File: src/sv/nbnd_pkg.sv
package nbnd_pkg;

  // Default sizes
  localparam int PACKET_BYTES_DEF = 1024;
  localparam int SCOPE_BYTES_DEF  = 32;
  localparam int NAME_MAX_BYTES   = 32;

  // Offset arithmetic width: covers a 14-bit pointer target plus a label length
  localparam int OFF_W = 16;

  // Encoding constants
  localparam logic [1:0] PTR_TAG      = 2'b11;
  localparam logic [3:0] MAX_PTR_HOPS = 4'd10;
  localparam logic [7:0] CHAR_A       = 8'h41;
  localparam logic [7:0] CHAR_SPACE   = 8'h20;
  localparam logic [7:0] CHAR_DOT     = 8'h2E;
  localparam logic [4:0] TYPED_NAME_LEN = 5'd16;
  localparam logic [3:0] LAST_PAD_POS   = 4'd14;
  localparam logic [4:0] TYPE_POS       = 5'd15;

  // Result kinds
  localparam logic [1:0] KIND_NAME  = 2'd0;
  localparam logic [1:0] KIND_SCOPE = 2'd1;
  localparam logic [1:0] KIND_FINAL = 2'd2;

  typedef enum logic [3:0] {
    ST_LOAD,
    ST_START,
    ST_PTR_RD,
    ST_PTR_CHK,
    ST_PTR_LO,
    ST_NAME_RD_A,
    ST_NAME_RD_B,
    ST_NAME_WR,
    ST_NAME_END,
    ST_SCOPE_RD,
    ST_SCOPE_WR,
    ST_EM_START,
    ST_EM_RD,
    ST_EM_LD,
    ST_FINAL
  } nbnd_state_t;

  typedef struct packed {
    logic [1:0] item_kind;
    logic [7:0] char_value;
    logic       status;
    logic [9:0] consumed;
    logic [7:0] type_byte;
    logic       has_type;
    logic       last_result;
  } nbnd_item_t;

endpackage

File: src/sv/nbnd_out_stage.sv
module nbnd_out_stage (
  input  logic               clk,
  input  logic               rst_n,
  input  logic               ld,
  input  nbnd_pkg::nbnd_item_t ld_item,
  input  logic               out_stall,
  output logic               slot_free,
  output logic               out_valid,
  output nbnd_pkg::nbnd_item_t out_item
);
  import nbnd_pkg::*;

  logic       valid_r;
  nbnd_item_t item_r;

  // Slot is free when empty or being taken this cycle
  assign slot_free = !valid_r || !out_stall;
  assign out_valid = valid_r;
  assign out_item  = item_r;

  always_ff @(posedge clk) begin
    if (!rst_n) begin
      valid_r <= 1'b0;
    end else if (ld) begin
      valid_r <= 1'b1;
    end else if (!out_stall) begin
      valid_r <= 1'b0;
    end
  end

  always_ff @(posedge clk) begin
    if (ld) begin
      item_r <= ld_item;
    end
  end

endmodule

File: config.mk
export PLATFORM = sky130hd
export DESIGN_NAME = nbnd_out_stage
export DESIGN_NICKNAME = d
export VERILOG_FILES = /design/src/sv/nbnd_pkg.sv /design/src/sv/nbnd_out_stage.sv
export SDC_FILE = /design/constraint.sdc
export NUM_CORES = 1
export LEC_CHECK = 0
export BUFFER_PORTS_ARGS = -buffer_cell sky130_fd_sc_hd__buf_4
export CAP_MARGIN = 20
export CORE_ASPECT_RATIO = 1.25
export CORE_MARGIN = 4
export CORE_UTILIZATION = 42
export DETAILED_ROUTE_END_ITERATION = 7
export GPL_ROUTABILITY_DRIVEN = 0
export PLACE_DENSITY = 0.85
export SKIP_LAST_GASP = 1
export SYNTH_ARGS = -nofsm -noshare
export SYNTH_HDL_FRONTEND = slang
export SYNTH_SLANG_ARGS = --single-unit
File: constraint.sdc
create_clock -name clk -period 1.1 [get_ports clk]
set_input_delay 0 -clock clk [delete_from_list [all_inputs] [get_ports clk]]
set_output_delay 0 -clock clk [all_outputs]
set_load 0.005 [all_outputs]
### Word-level counts from Yosys, hierarchy flattened

Cells that the tools add are included.

| storage, ports and cells | value |
|---|---|
| register bits after elaboration | 32 |
| bits in latches | 0 |
| RAM bits | 0 |
| ROM bits | 0 |
| bits of input ports | 35 |
| output and inout bits | 33 |
| memories | 0 |

| cells by class | value |
|---|---|
| $add $sub $neg | 0 |
| multiply operators | 0 |
| divide/modulo/power cells | 0 |
| order comparisons | 0 |
| equality and inequality tests | 1 |
| shift-type cells | 0 |
| multiplexer cells | 2 |
| bitwise operators | 0 |
| reduce and logical (&&, ||, !) cells | 3 |

Operator list:

| cell | number |
|---|---|
| $logic_not A1 Y1 | 2 |
| $mux W1 | 2 |
| $ne A2 B2 Y1 const B | 1 |
| $logic_or A1 B1 Y1 | 1 |

### Logic depth before layout (Yosys ltp)

Gate-level depths: netlist (run 1).

| depth | value |
|---|---|
| depth after elaboration | 2 |
| depth in mapped cells | 2 |
| gate-level depth less buffers | 2 |

### Worst setup path before layout (run 1)

No wires, ideal clock.

| timing path | value |
|---|---|
| path kind | register -> register |
| start | register out_valid (netlist name) |
| end | register valid_r, in the netlist out_valid |
| setup time | 0.115 ns |
| data arrival time | 0.468 ns |
| setup slack | 0.517 ns |
| stages on the path, launching flop included | 3 |
| cell sequence | dfxtp_1 > a21oi_1 > nor2b_1 |

RTL lines:

| what | line | RTL |
|---|---|---|
| to (signal assigned) | nbnd_out_stage.sv:23 | `valid_r <= 1'b0;` |
| to (signal assigned) | nbnd_out_stage.sv:25 | `valid_r <= 1'b1;` |
| to (signal assigned) | nbnd_out_stage.sv:27 | `valid_r <= 1'b0;` |
| to (decl) | nbnd_out_stage.sv:13 | `logic valid_r;` |

### Worst setup path in the final report (run 1)

| timing path | value |
|---|---|
| start | register valid_r, in the netlist out_valid |
| end | output port slot_free |

| on the way | value |
|---|---|
| word-level cells in the longest chain between the ends | 2 |

Ends and longest elaborated chain:

| what | line | RTL |
|---|---|---|
| $logic_not A1 Y1 | nbnd_out_stage.sv:17 | `assign slot_free = !valid_r \|\| !out_stall;` |
| $logic_or A1 B1 Y1 | nbnd_out_stage.sv:17 |  |
| to (decl) | nbnd_out_stage.sv:7 | `output logic slot_free,` |

No other way between the ends.

==> run metrics, run 1 <==
Clock Tree Root clkbuf_4; P_sw approximately 0.52 mW; Total GRT Usage 22.4%; Worst Skew 0 ps; highest metal used met4; Slowest-stage cell, CP dfxtp_1; Net Sw Frac 21.2%; antenna cells 0; ranking of synthesized cells by area edfxtp_1, dfxtp_1, nor2b_1; VDD IR-drop max 1.14 mV; Final min period 909 ps; first-pass GRT wire length 4610 um; fin crit share ~83%; Routed WL per cell roughly 18 um; Port Buffers 67; top fanout value on the critical path 3; outcome completed; Resized cells post-CTS 0; syn nets 70; Iter 0 DRT Violations 15; row count 19; Sequential Power Share roughly three fifths; Top-Level Pins 68; # H-tree levels 2; Crit path largest cell delay about 380 ps; WL met2 around 1500 um; max-cap violations 0; CP Cell Sequence nand2_1, buf_4; Setup Viol. Count Final 0; crit path DAT 910 ps; Cells after Synth 35; Fill cells between 100 and 150; Congestion Overflow GR 0; clk slew on worst S/H paths 100 ps; routed vias 765; internal power 1.92 mW; most common cell after layout, fill and taps aside buf_4; largest net degree at the start of global routing 33; cts bufs inserted 5; CP Data Required Time 1100 ps; Fin. Hold Viols 0; DIE AREA 0.00314 mm2; final WL 3170 um; CTS hold repair buffers 33; clock sinks 32; RSZ-0062 raised after global routing no; Max Transition Viols Final 0; logic gate share of total power 15.6%; CP Capture Type output pin; clk buf depth 2; Clock power frac 23.9%; kind of critical path reg2out; fin area 0.00188 mm2; count of cell types in the netlist 5; Die W 50.9 um; worst slew pin tran 385 ps; CTS tree built; most frequent cells in the layout buf_4, dlygate4sd3_1, edfxtp_1; cell area power density roughly 1300 mW/mm2; Area growth syn-to-layout 94.9%; DRC viols 0; dpl cell area ~0.0015 mm2; setup TNS 0 ps; Initial Util 44.2%; Final #Nets 177; Mean Syn Cell Area 27.6 um2; Tightest Hold Check Type in2reg; Post-Route M1 WL 1240 um; Worst Path Buf+Inv 1; Yosys Warn Count 0; CP Launch Type register; synthesized flop and latch total 32; Synth Cell Area 966 um2; postcts setup bufs 0; WL met3 337 um; Worst-Skew Late Latency approximately 330 ps; Slew HR 74.4%; Die Y 61.6 um; post-synth top area cell edfxtp_1; f_max ~1100 MHz; Core Region between 0.002 and 0.0025 mm2; proportion of netlist area held by the largest area contributor 96.4%; delay-heaviest family, CP flip-flops; Finished Core Util 86.1%; 1st-pass router iterations 4; share of cells above drive strength 1 50.7%; number of global-route vias before repair 845; Lkg Pwr ~0.8 nW; drt via density 4.42; post-synthesis sequential area ratio between 90% and 100%; antenna violations before repair 0; ANT nets after route 0
routing by layer:
layer | up-vias | global-route usage [%]
met1 | 357 | 26.5
met3 | 7 | 11.9
met5 | - | 0
met4 | 0 | 10.8
li1 | 354 | -
met2 | 47 | 33.8
final cells by class:
type / count / area, um2 / area share (%)
clock buffers: 5 / 37.5 / 1.99
clock inverters: 2 / 7.51 / 0.399
repair buffers: 100 / 833 / 44.3
well taps: 31 / 38.8 / 2.06
multi-input cells: 3 / 15.0 / 0.797
flip-flops and latches: 32 / 951 / 50.5
Yosys cell counts:
cell type	number
nand2_1	1
nor2b_1	1
a21oi_1	1
dfxtp_1	1
edfxtp_1	31
registers in the layout (all words and copies together) (netlist names):
signal,count
out_item,31
out_valid,1
kinds of logic (layout without fill, tap and decap cells):
logic type / Yosys count / count (layout) / share of synthesized area (%)
AO/OA/AOI/OAI: 1 / 1 / 0.518
buffers and inverters: 0 / 107 / 0
flip-flops: 32 / 32 / 98.4
AND/OR/NAND/NOR: 2 / 2 / 1.04
power groups by stage:
stage          Combinational [mW]  Sequential (mW)  Clock (mW)
5_1_grt                     0.403             1.49       0.668
3_3_place_gp                0.267             1.49           0
4_1_cts                     0.370             1.47       0.582
6_report                    0.382             1.48       0.584
2_1_floorplan             0.00352             1.51           0
3_5_place_dp                0.276             1.50           0
worst register-to-register path, stage by stage, from the launching register on:
cell and delay, ps:
dfxtp_1 380, a21oi_1 80, nor2b_1 130
metrics by stage:
step / hold slack [ps] / std cells / power (mW) / setup WS [ps]
2_1_floorplan: 45.4 / 35 / 1.51 / 517
3_3_place_gp: 178 / 133 / 1.76 / 434
3_5_place_dp: 179 / 133 / 1.77 / 404
4_1_cts: 117 / 173 / 2.42 / 217
5_1_grt: 121 / 173 / 2.56 / 129
6_report: 117 / 173 / 2.44 / 191
worst paths after layout:
kind	startpoint	to	slack (ps)	cells after the start
worst max-delay path	out_valid$_SDFFE_PN0P_	slot_free	190	2
worst min-delay path	ld	out_item[29]$_DFFE_PP_	120	1
worst max register to register	out_valid$_SDFFE_PN0P_	out_valid$_SDFFE_PN0P_	460	2
worst min register to register	out_valid$_SDFFE_PN0P_	out_valid$_SDFFE_PN0P_	570	2
No activity file was read; power rests on OpenSTA's default activity.
==> run 2: changes to the inputs <==
--- a/config.mk
+++ b/config.mk
@@ -9,10 +9,10 @@
 export CAP_MARGIN = 20
 export CORE_ASPECT_RATIO = 1.25
 export CORE_MARGIN = 4
-export CORE_UTILIZATION = 42
+export CORE_UTILIZATION = 39
 export DETAILED_ROUTE_END_ITERATION = 7
 export GPL_ROUTABILITY_DRIVEN = 0
-export PLACE_DENSITY = 0.85
+export PLACE_DENSITY = 0.8
 export SKIP_LAST_GASP = 1
 export SYNTH_ARGS = -nofsm -noshare
 export SYNTH_HDL_FRONTEND = slang
==> constraint.sdc (replaced) <==
create_clock -name clk -period 0.9 [get_ports clk]
set_input_delay 0 -clock clk [delete_from_list [all_inputs] [get_ports clk]]
set_output_delay 0 -clock clk [all_outputs]
set_load 0.005 [all_outputs]
==> run metrics, run 2 (synthesis gave the netlist of run 1 again) <==
outcome completed; FF-to-FF Start out_valid$_SDFFE_PN0P_; CTS tree built; antenna violations before repair 0; Tightest Hold Check Type in2reg; delay-heaviest family, CP flip-flops; antenna cells 0; clk buf depth 2; Crit path largest cell delay 380 ps; row count 19; routed vias slightly below 800; crit path DAT roughly 890 ps; clock sinks 32; max-cap violations 0; # H-tree levels 2; postcts setup bufs 0; Final min period about 890 ps; Placed Cells 133; Worst Skew 0 ps; Iter 0 DRT Violations 16; Levels on crit path 2; CP Cell Sequence nand2_2, buf_4; Initial Util 42.3%; Final #Nets 177; hold path endpoint out_item[5]$_DFFE_PP_; R2R Path End out_valid$_SDFFE_PN0P_; DIE AREA 0.00334 mm2; Congestion Overflow GR 0; top fanout value on the critical path 3; Worst-Skew Late Latency 330 ps; Setup Viol. Count Final 0; 1st-pass router iterations 4; Lkg Pwr 0.810 nW; kind of critical path reg2out; Die Y roughly 64 um; cts bufs inserted 5; CP Data Required Time 900 ps; R2R depth 2; Post-Place Setup Slack 210 ps; f_max 1120 MHz; Top-Level Pins between 60 and 70; fin crit share slightly below 100%; worst slew pin tran 394 ps; Worst Path Buf+Inv 1; number of global-route vias before repair 860; VDD IR-drop max 1.42 mV; Die W about 53 um; min-delay src ld; final WL between 3000 and 4000 um; cell area power density 1590 mW/mm2; clk slew on worst S/H paths about 90 ps; CP Capture Type output pin; Worst Setup Slack, final about 9 ps; non-filler cells, final 174; drt via density 4.44; largest net degree at the start of global routing 33; Total GRT Usage 20.8%; Slowest-stage cell, CP dfxtp_2; Routed WL per cell 18.0 um; Max Transition Viols Final 0; share of cells above drive strength 1 51.7%; Area growth syn-to-layout 97.7%; Fin. Hold Viols 0; most frequent cells in the layout buf_4, dlygate4sd3_1, edfxtp_1; max reg flops 31; Clock Tree Root clkbuf_4; CP Launch Type register; Core Region 0.00228 mm2; Min-Delay Path Depth 1; ANT nets after route 0; Fill cells 107; reg2reg setup slack 210 ps; Slew HR 73.7%; DRC viols 0; Port Buffers 67; RSZ-0062 raised after global routing yes; first-pass GRT wire length 4660 um; most common cell after layout, fill and taps aside buf_4
==> run 2: changes by cell type in the layout (fill, tap and decap cells not counted), sizes merged <==
cell | before | now
clkbuf | 5 | 7
clkinv | 2 | 1
==> run 2: worst register-to-register path, delay by kind of cell (launching register included) <==
| family | cells | cell delay, ps |
|---|---|---|
| flip-flops | 1 | 350 |
| AND/OR/NAND/NOR | 1 | 80 |
| AO/OA/AOI/OAI | 1 | 150 |
==> run 2: worst max path at each step <==
stage	start	to	slack (ps)
CTS	out_item[4]$_DFFE_PP_	out_item[4]	3
detailed placement	ld	out_item[8]$_DFFE_PP_	210
global route	out_item[24]$_DFFE_PP_	out_item[24]	-40
global placement	ld	out_item[9]$_DFFE_PP_	230
floorplan	out_valid$_SDFFE_PN0P_	out_valid$_SDFFE_PN0P_	320
finish	out_valid$_SDFFE_PN0P_	slot_free	9
==> run 2: layer usage <==
metal  vias up  global-route usage, %  part of all wire (%)
li1        352                      -                     -
met1       354                   22.6                    32
met2        59                   31.8                    51
met3         8                   9.91                    13
met4         0                   12.5                   2.7
met5         -                      0                     0
==> run 2: area by class of cell <==
cell class	count	area [um2]	area share, %
clock buffers	7	45.0	2.36
clock inverters	1	3.75	0.197
multi-input cells	3	17.5	0.917
flip-flops and latches	32	952	49.9
well taps	31	38.8	2.03
repair buffers	100	852	44.6
==> run 2: through the flow <==
step	instance area (um2)	hold WS [ps]	util (%)	setup TNS (ps)	power, mW
2_1_floorplan	966	45.4	-	0	1.85
3_3_place_gp	1510	178	66.1	0	2.15
3_5_place_dp	1510	179	66.1	0	2.16
4_1_cts	1890	98.0	82.7	0	3.00
5_1_grt	1910	109	83.7	-255	3.16
6_report	1910	117	83.7	0	3.04
==> run 2: repair_timing <==
| action | in CTS | in global routing |
|---|---|---|
| setup endpoints to repair | 0 | 17 |
| hold endpoints to repair | 32 | 0 |
| hold buffers | 33 | 0 |
| gates resized for setup | 0 | 7 |
==> run 2: power by group <==
| part | switching [mW] | internal, mW |
|---|---|---|
| registers | 0.0444 | 1.76 |
| logic | 0.151 | 0.328 |
| clock network | 0.450 | 0.300 |
